File: src/design/mkslp_pkg.sv
// ----------------------------------------------------------------------------
// mkslp_pkg: shared types and constants of the key press detector
// Holds the field widths, event codes, action codes, register indexes and
// reset values, plus the structs passed between the top level and key cells.
// ----------------------------------------------------------------------------
package mkslp_pkg;

    localparam int COUNT_W     = 8;
    localparam int LEVELS_W    = 5;
    localparam int KIND_W      = 2;
    localparam int EVT_KEY_W   = 3;
    localparam int CFG_IDX_W   = 2;
    localparam int CFG_DATA_W  = 8;

    // event kinds
    localparam logic [KIND_W-1:0] KIND_NONE  = 2'd0;
    localparam logic [KIND_W-1:0] KIND_SHORT = 2'd1;
    localparam logic [KIND_W-1:0] KIND_LONG  = 2'd2;
    localparam logic [KIND_W-1:0] KIND_BAD   = 2'd3;

    // input actions
    localparam logic ACT_SCAN  = 1'b0;
    localparam logic ACT_FETCH = 1'b1;

    // configuration register indexes
    localparam logic [CFG_IDX_W-1:0] REG_LONG_THRESHOLD = 2'd0;
    localparam logic [CFG_IDX_W-1:0] REG_SHORT_MINIMUM  = 2'd1;
    localparam logic [CFG_IDX_W-1:0] REG_COUNT_CAP      = 2'd2;
    localparam logic [CFG_IDX_W-1:0] REG_ACTIVE_LEVELS  = 2'd3;

    // reset values
    localparam logic [COUNT_W-1:0]  RST_LONG_THRESHOLD = 8'd100;
    localparam logic [COUNT_W-1:0]  RST_SHORT_MINIMUM  = 8'd3;
    localparam logic [COUNT_W-1:0]  RST_COUNT_CAP      = 8'd150;
    localparam logic [LEVELS_W-1:0] RST_ACTIVE_LEVELS  = 5'd1;

    typedef struct packed {
        logic [COUNT_W-1:0]  long_threshold;
        logic [COUNT_W-1:0]  short_minimum;
        logic [COUNT_W-1:0]  count_cap;
        logic [LEVELS_W-1:0] active_levels;
    } cfg_t;

    typedef struct packed {
        logic short_hit;
        logic long_hit;
    } key_evt_t;

endpackage

File: src/design/mkslp_key_cell.sv
// ----------------------------------------------------------------------------
// mkslp_key_cell: press counter of one key
// Counts held ticks up to the cap, flags a long press when the count steps
// onto the threshold and a short press on a release inside the short window.
// ----------------------------------------------------------------------------
module mkslp_key_cell
    import mkslp_pkg::*;
(
    input  logic     aclk,
    input  logic     aresetn,
    input  logic     tick,
    input  logic     pressed,
    input  cfg_t     cfg,
    output key_evt_t evt
);

    logic [COUNT_W-1:0] count_reg;
    logic [COUNT_W-1:0] count_next;
    logic [COUNT_W-1:0] count_inc;

    assign count_inc = count_reg + 8'd1;

    always_comb begin
        count_next    = count_reg;
        evt.short_hit = 1'b0;
        evt.long_hit  = 1'b0;
        if (tick) begin
            if (pressed) begin
                // step only below the cap, hold otherwise
                if (count_reg < cfg.count_cap) begin
                    count_next   = count_inc;
                    evt.long_hit = (count_inc == cfg.long_threshold);
                end
            end else begin
                evt.short_hit = (count_reg >= cfg.short_minimum) &&
                                (count_reg < cfg.long_threshold);
                count_next    = '0;
            end
        end
    end

    always_ff @(posedge aclk) begin
        if (!aresetn) begin
            count_reg <= '0;
        end else begin
            count_reg <= count_next;
        end
    end

endmodule

File: src/design/multi_key_short_long_press.sv
// ----------------------------------------------------------------------------
// multi_key_short_long_press: short and long press detector for push keys
// Scan ticks update one press counter per key and latch the newest event;
// fetch words return the pending event and clear it.
// ----------------------------------------------------------------------------
//
//  channel | ports                                   | direction | word
//  --------+-----------------------------------------+-----------+-------------------------
//  input   | s_valid s_ready s_action s_key_levels   | in        | scan tick or fetch
//  result  | m_valid m_ready m_event_kind m_event_key| out       | one per fetch
//  config  | cfg_valid cfg_ready cfg_index cfg_data  | in        | register write
//
//  Cycles: one word per cycle sustained while no fetch is held. A word is
//  registered in the input register; from there a scan updates the counters
//  and a fetch loads the result register, whose valid flag then rises.
//  Reset (aresetn low, synchronous) clears counters, pending event and valid
//  flags and restores register defaults. A stalled result register holds a
//  waiting fetch in the input register; scans do not wait on it, but queue behind a held fetch.
//
module multi_key_short_long_press
    import mkslp_pkg::*;
#(
    parameter int NUM_KEYS = 5
) (
    input  logic                  aclk,
    input  logic                  aresetn,
    // input channel
    input  logic                  s_valid,
    output logic                  s_ready,
    input  logic                  s_action,
    input  logic [LEVELS_W-1:0]   s_key_levels,
    // result channel
    output logic                  m_valid,
    input  logic                  m_ready,
    output logic [KIND_W-1:0]     m_event_kind,
    output logic [EVT_KEY_W-1:0]  m_event_key,
    // configuration channel
    input  logic                  cfg_valid,
    output logic                  cfg_ready,
    input  logic [CFG_IDX_W-1:0]  cfg_index,
    input  logic [CFG_DATA_W-1:0] cfg_data
);

    // ------------------------------------------------------------------
    // configuration registers, always ready
    // ------------------------------------------------------------------
    cfg_t cfg_reg;

    assign cfg_ready = 1'b1;

    always_ff @(posedge aclk) begin
        if (!aresetn) begin
            cfg_reg.long_threshold <= RST_LONG_THRESHOLD;
            cfg_reg.short_minimum  <= RST_SHORT_MINIMUM;
            cfg_reg.count_cap      <= RST_COUNT_CAP;
            cfg_reg.active_levels  <= RST_ACTIVE_LEVELS;
        end else if (cfg_valid && cfg_ready) begin
            case (cfg_index)
                REG_LONG_THRESHOLD: cfg_reg.long_threshold <= cfg_data;
                REG_SHORT_MINIMUM:  cfg_reg.short_minimum  <= cfg_data;
                REG_COUNT_CAP:      cfg_reg.count_cap      <= cfg_data;
                REG_ACTIVE_LEVELS:  cfg_reg.active_levels  <= cfg_data[LEVELS_W-1:0];
                default: ;
            endcase
        end
    end

    // ------------------------------------------------------------------
    // input register
    // ------------------------------------------------------------------
    logic                in_vld_reg;
    logic                in_action_reg;
    logic [LEVELS_W-1:0] in_levels_reg;
    logic                out_free;
    logic                proc_go;
    logic                scan_go;
    logic                fetch_go;

    // result register is free when empty or being drained this cycle
    assign out_free = !m_valid || m_ready;
    // scans never wait; a fetch waits for room in the result register
    assign proc_go  = in_vld_reg && ((in_action_reg == ACT_SCAN) || out_free);
    assign scan_go  = proc_go && (in_action_reg == ACT_SCAN);
    assign fetch_go = proc_go && (in_action_reg == ACT_FETCH);
    assign s_ready  = !in_vld_reg || proc_go;

    always_ff @(posedge aclk) begin
        if (!aresetn) begin
            in_vld_reg <= 1'b0;
        end else if (s_ready) begin
            in_vld_reg <= s_valid;
        end
    end

    always_ff @(posedge aclk) begin
        if (s_valid && s_ready) begin
            in_action_reg <= s_action;
            in_levels_reg <= s_key_levels;
        end
    end

    // ------------------------------------------------------------------
    // per-key counters
    // ------------------------------------------------------------------
    key_evt_t key_evt [NUM_KEYS];

    for (genvar k = 0; k < NUM_KEYS; k++) begin : g_key
        logic lvl;
        logic act;
        // keys past the level field read low level and low active bit
        if (k < LEVELS_W) begin : g_wired
            assign lvl = in_levels_reg[k];
            assign act = cfg_reg.active_levels[k];
        end else begin : g_unwired
            assign lvl = 1'b0;
            assign act = 1'b0;
        end

        mkslp_key_cell u_cell (
            .aclk    (aclk),
            .aresetn (aresetn),
            .tick    (scan_go),
            .pressed (lvl == act),
            .cfg     (cfg_reg),
            .evt     (key_evt[k])
        );
    end

    // ------------------------------------------------------------------
    // pending event: highest-numbered key with an event wins the tick
    // ------------------------------------------------------------------
    logic [KIND_W-1:0]    pend_kind_reg;
    logic [KIND_W-1:0]    pend_kind_next;
    logic [EVT_KEY_W-1:0] pend_key_reg;
    logic [EVT_KEY_W-1:0] pend_key_next;

    always_comb begin
        pend_kind_next = pend_kind_reg;
        pend_key_next  = pend_key_reg;
        if (fetch_go) begin
            pend_kind_next = KIND_NONE;
            pend_key_next  = '0;
        end else if (scan_go) begin
            for (int k = 0; k < NUM_KEYS; k++) begin
                if (key_evt[k].long_hit) begin
                    pend_kind_next = KIND_LONG;
                    pend_key_next  = EVT_KEY_W'(k);
                end else if (key_evt[k].short_hit) begin
                    pend_kind_next = KIND_SHORT;
                    pend_key_next  = EVT_KEY_W'(k);
                end
            end
        end
    end

    always_ff @(posedge aclk) begin
        if (!aresetn) begin
            pend_kind_reg <= KIND_NONE;
            pend_key_reg  <= '0;
        end else begin
            pend_kind_reg <= pend_kind_next;
            pend_key_reg  <= pend_key_next;
        end
    end

    // ------------------------------------------------------------------
    // result register
    // ------------------------------------------------------------------
    logic                 m_valid_reg;
    logic [KIND_W-1:0]    m_kind_reg;
    logic [EVT_KEY_W-1:0] m_key_reg;

    always_ff @(posedge aclk) begin
        if (!aresetn) begin
            m_valid_reg <= 1'b0;
        end else if (out_free) begin
            m_valid_reg <= fetch_go;
        end
    end

    // load the pending event; no event reports key zero
    always_ff @(posedge aclk) begin
        if (fetch_go) begin
            m_kind_reg <= pend_kind_reg;
            m_key_reg  <= (pend_kind_reg == KIND_NONE) ? '0 : pend_key_reg;
        end
    end

    assign m_valid      = m_valid_reg;
    assign m_event_kind = m_kind_reg;
    assign m_event_key  = m_key_reg;

    // ------------------------------------------------------------------
    // assertions
    // ------------------------------------------------------------------
    a_pend_key_idle: assert property (@(posedge aclk) disable iff (!aresetn)
        (pend_kind_reg == KIND_NONE) |-> (pend_key_reg == '0))
        else $error("pending key set without a pending event");

    a_fetch_clears: assert property (@(posedge aclk) disable iff (!aresetn)
        fetch_go |=> (pend_kind_reg == KIND_NONE))
        else $error("pending event survived a fetch");

    a_fetch_stall: assert property (@(posedge aclk) disable iff (!aresetn)
        (in_vld_reg && (in_action_reg == ACT_FETCH) && m_valid && !m_ready)
        |-> !s_ready)
        else $error("input taken while a fetch is blocked");

    a_kind_legal: assert property (@(posedge aclk) disable iff (!aresetn)
        m_valid |-> (m_event_kind != KIND_BAD))
        else $error("illegal event kind on result");

endmodule
File: config.mk
export PLATFORM = sky130hd
export DESIGN_NAME = multi_key_short_long_press
export DESIGN_NICKNAME = d
export VERILOG_FILES = /design/src/design/mkslp_pkg.sv /design/src/design/mkslp_key_cell.sv /design/src/design/multi_key_short_long_press.sv
export SDC_FILE = /design/constraint.sdc
export NUM_CORES = 1
export LEC_CHECK = 0
export BUFFER_PORTS_ARGS = -buffer_cell sky130_fd_sc_hd__buf_2
export CORE_ASPECT_RATIO = 0.7
export CORE_MARGIN = 3
export CORE_UTILIZATION = 50
export CTS_BUF_LIST = sky130_fd_sc_hd__clkbuf_16
export DETAILED_ROUTE_END_ITERATION = 12
export PLACE_DENSITY = 0.69
export SLEW_MARGIN = 20
export SYNTH_ARGS = -nofsm -noshare
export SYNTH_HDL_FRONTEND = slang
export SYNTH_SLANG_ARGS = --single-unit
File: constraint.sdc
create_clock -name aclk -period 2.55 [get_ports aclk]
set_input_delay 0.3825 -clock aclk [delete_from_list [all_inputs] [get_ports aclk]]
set_output_delay 0.3825 -clock aclk [all_outputs]
set_load 0.05 [all_outputs]
==> summary.md <==
| Metric | Value |
|---|---|
| Status | finished clean |
| Max reg flops | 40 |
| Synth Flop Type | dfxtp_1 |
| Synth warnings | 0 |
| Total power | 3.37 mW |
| CTS tree | done |
| Syn nets | 1025 |
| Total global routing overflow | 0 |
| Leading cell type in the layout, fill and taps excluded | ha_1 |
| Core area | 14100 µm² |
| Hold Path Origin | s_key_levels[4] |
| Commonest cells after routing, fill and taps aside | 115 x ha_1, 89 x buf_4, 68 x o21ai_0 |
| Critical path type | flop to flop |
| I/O pin count | 29 |
| Crit path max-delay family | compound AO/OA/AOI/OAI gates |
| Post-synth EDFFs | 11 |
| Clock Latency Late Sink | 360 ps |
| Worst Tran Pin Value | 764 ps |
| Worst setup SP type | flop |
| Setup-failing EPs final | 0 |
| FF-to-FF path depth | 9 |
| Vias in the first global route | 6408 |
| Clock sinks | 87 |
| Asr flop ratio synth | 0% |
| Total GRT Usage | 27.3% |
| CP max FO | 4 |
| Reg clk slew, reported paths | 70 ps |
| Hold Vio Cnt, Final | 0 |
| Power Density | 385 nW/µm² |
| Post-route setup slack | 35.8 ps |
| Worst hold path cell count | 1 |
| Worst path cell trace | inv_1 > ha_1 > a2111oi_1 > nand3_1 > o31a_1 > and3_4 > nand4_1 > a31oi_1 > o21ba_1 |
| Crit path required time | 2800 ps |
| Max clock buf depth | 2 |
| Clock root buffer | clkbuf_16 |
| RSZ-0062 raised after global routing | true |
| Sequential share of power | 42.7% |
| Register area share after synthesis | 25.1% |
| P&R area growth vs syn | 18.8% |
| Minimum clock period | 2510 ps |
| Static Leak | 3.79 nW |
| Max-Slew Margin vs Limit | 48.9% |
| Hold buffers post-CTS | 0 |
| Post-Route Utilization | 61.9% |
| Worst hold path type | input pin to flop |
| Layout cells sized above 1 | 18.8% |
| Post-Synth Adder-Cell Area | 20.5% |
| Setup_tns | 0 ps |
| Reported net switching power | 903 µW |
| Diodes inserted | 0 |
| Seq cells post-synth | 87 |
| Sw Ratio | 26.8% |
| Synth Area per Inst | 8.33 µm² |
| Non-Filler Instances | 1172 |
| Crit path largest cell delay | 510 ps |
| Mapped Cells | 884 |
| DRT Pass-1 Iters | 4 |
| Drt wl/cell | 18.4 µm |
| Clock skew | 6.12 ps |
| Worst path arrival time | 2760 ps |
| Initial antenna violation count | 0 |
| Die ar. | 16200 µm² |
| Initial DRC count | 516 |
| DRC viols | 0 |
| Die X | 151 µm |
| RR Startpoint | cfg_reg[28]$_SDFFE_PN0P_ |
| Max-Cap Viols | 0 |
| Internal power | 2.47 mW |
| DR vias | 6836 |
| H-tree depth | 3 |
| Placed Cells | 1150 |
| Post-synthesis xor/xnor area fraction | 5.47% |
| First-pass GRT wire length | 34200 µm |
| Vias/cell | 5.83 |
| Hold Slack | 200 ps |
| Crit share post-route | 98.6% |
| Dpl ws | -42.0 ps |
| Post-synthesis mux area share | 2.19% |
| Final Wtd Congestion | 0.921 |
| Simple-gate portion of the synthesized area | 21.8% |
| Reg2Reg Capture Point | pend_kind_reg[1]$_SDFFE_PP0P_ |
| CP bufs+invs | 1 |
| Combinational power share | 13.6% |
| Design Area, Final | 8750 µm² |
| CP Capture Type | flop |
| Largest family of logic cells by synthesized area | simple AND/OR/NAND/NOR gates |
| R2r setup slk | 40 ps |
| CTS buffer count | 9 |
| Final antenna-violating net count | 0 |
| Initial Utilization | 52.1% |
| Fin. max-slew vios | 0 |
| Std-Cell Rows | 36 |
| Nets | 1118 |
| Maximum VDD drop | 305 µV |
| Syn Std Cell Area | 7370 µm² |
| Die height | 108 µm |
| Unique masters post-synth | 68 |
| Compound-Gate Fraction of Synth Area | 20.9% |
| Final WL | 21600 µm |
| Power share of the clock group | 43.7% |
| Crit path max-delay cell type | a2111oi_1 |
| Largest net degree at the start of global routing | 72 |
| Fmax | 398 MHz |
| HPWL after DPL | 16100 µm |
| PortBufs | 27 |
| DP Area | 8260 µm² |
| Hold Crit Endpoint | in_levels_reg[4]$_DFFE_PP_ |
==> logic make-up after synthesis <==
logic type,Yosys count
adder cells (fa/ha/maj),121
AO/OA/AOI/OAI,236
buffers and inverters,74
flip-flops,87
other,1
multiplexers,16
XOR/XNOR,46
AND/OR/NAND/NOR,303
==> worst reg2reg max path: stages (launching register included) <==
cell	delay (ps)
dfxtp_1	400
inv_1	80
ha_1	340
a2111oi_1	510
nand3_1	140
o31a_1	340
and3_4	230
nand4_1	90
a31oi_1	90
o21ba_1	180
==> cell usage after synthesis (2+ instances only) <==
| library cell | instances | area (µm²) |
|---|---|---|
| ha_1 | 120 | 1500 |
| dfxtp_1 | 76 | 1520 |
| o21ai_0 | 74 | 370 |
| nor2_1 | 54 | 203 |
| nand2_1 | 52 | 195 |
| nor2b_1 | 41 | 257 |
| a21oi_1 | 39 | 195 |
| inv_1 | 36 | 135 |
| nand3_1 | 33 | 165 |
| clkbuf_1 | 29 | 109 |
| xnor2_1 | 28 | 245 |
| a21boi_0 | 23 | 173 |
| nor3_1 | 22 | 110 |
| and2_1 | 20 | 125 |
| xor2_1 | 18 | 158 |
| a21o_1 | 16 | 120 |
| mux2i_1 | 15 | 150 |
| nand2b_1 | 14 | 87.6 |
| a31oi_1 | 13 | 81.3 |
| or3_1 | 13 | 81.3 |
| nand4_1 | 12 | 75.1 |
| o211ai_1 | 12 | 90.1 |
| and3_1 | 11 | 68.8 |
| edfxtp_1 | 11 | 330 |
| o21a_1 | 9 | 67.6 |
| buf_2 | 6 | 30.0 |
| nor3b_1 | 6 | 45.0 |
| nor4_1 | 6 | 37.5 |
| o21ai_1 | 6 | 30.0 |
| a2111oi_0 | 4 | 35.0 |
| nand3b_1 | 4 | 30.0 |
| o2111ai_1 | 4 | 35.0 |
| o31ai_1 | 4 | 30.0 |
| o41ai_1 | 4 | 35.0 |
| or2_2 | 4 | 25.0 |
| or3b_2 | 4 | 35.0 |
| a22oi_1 | 3 | 22.5 |
| a211o_1 | 2 | 17.5 |
| a211oi_1 | 2 | 15.0 |
| a31o_2 | 2 | 17.5 |
| nand4b_1 | 2 | 17.5 |
| o221ai_1 | 2 | 17.5 |
| o31a_1 | 2 | 17.5 |
| or4_1 | 2 | 15.0 |
==> how the worst max path moves through the flow <==
stage | startpoint | end | slack, ps | cells after the start
6_report | cfg_reg[28]$_SDFFE_PN0P_ | pend_kind_reg[1]$_SDFFE_PP0P_ | 40 | 9
5_1_grt | g_key[2].u_cell.count_reg[1]$_SDFFE_PN0P_ | pend_kind_reg[1]$_SDFFE_PP0P_ | -30 | 11
4_1_cts | cfg_reg[6]$_SDFFE_PN1P_ | pend_kind_reg[1]$_SDFFE_PP0P_ | 0.4 | 10
3_5_place_dp | cfg_reg[10]$_SDFFE_PN0P_ | pend_key_reg[2]$_SDFFE_PP0P_ | -40 | 11
3_3_place_gp | cfg_reg[10]$_SDFFE_PN0P_ | pend_key_reg[2]$_SDFFE_PP0P_ | -0.1 | 11
2_1_floorplan | cfg_reg[28]$_SDFFE_PN0P_ | pend_kind_reg[1]$_SDFFE_PP0P_ | 40 | 11
==> routing by layer <==
| layer | share of wire (%) | track usage [%] | vias to the layer above |
|---|---|---|---|
| met5 | 0 | 0 | - |
| met2 | 42 | 39.9 | 243 |
| met3 | 7.7 | 6.02 | 39 |
| li1 | - | - | 3410 |
| met1 | 48 | 39.2 | 3144 |
| met4 | 2.6 | 9.83 | 0 |
==> power groups by stage <==
stage	registers [mW]	logic, mW	clock network, mW
2_1_floorplan	1.47	0.268	0
3_3_place_gp	1.47	0.434	0
3_5_place_dp	1.47	0.441	0
4_1_cts	1.44	0.445	1.50
5_1_grt	1.44	0.504	1.55
6_report	1.44	0.458	1.47
==> timing repair <==
item                                    in CTS  in global routing
setup buffers                                1                  5
pin swaps                                    4                 12
endpoints found under the setup margin       3                 19
resized for setup                            6                 41
==> layout make-up <==
type / instances / area [µm²]
fill: 1256 / 5390
multi-input combinational: 723 / 5320
sequential: 87 / 1870
timing repair buffer: 119 / 855
tap: 190 / 238
clock buffer: 9 / 225
inverter: 37 / 149
clock inverter: 7 / 95.1
(Power assumes the default switching activity.)
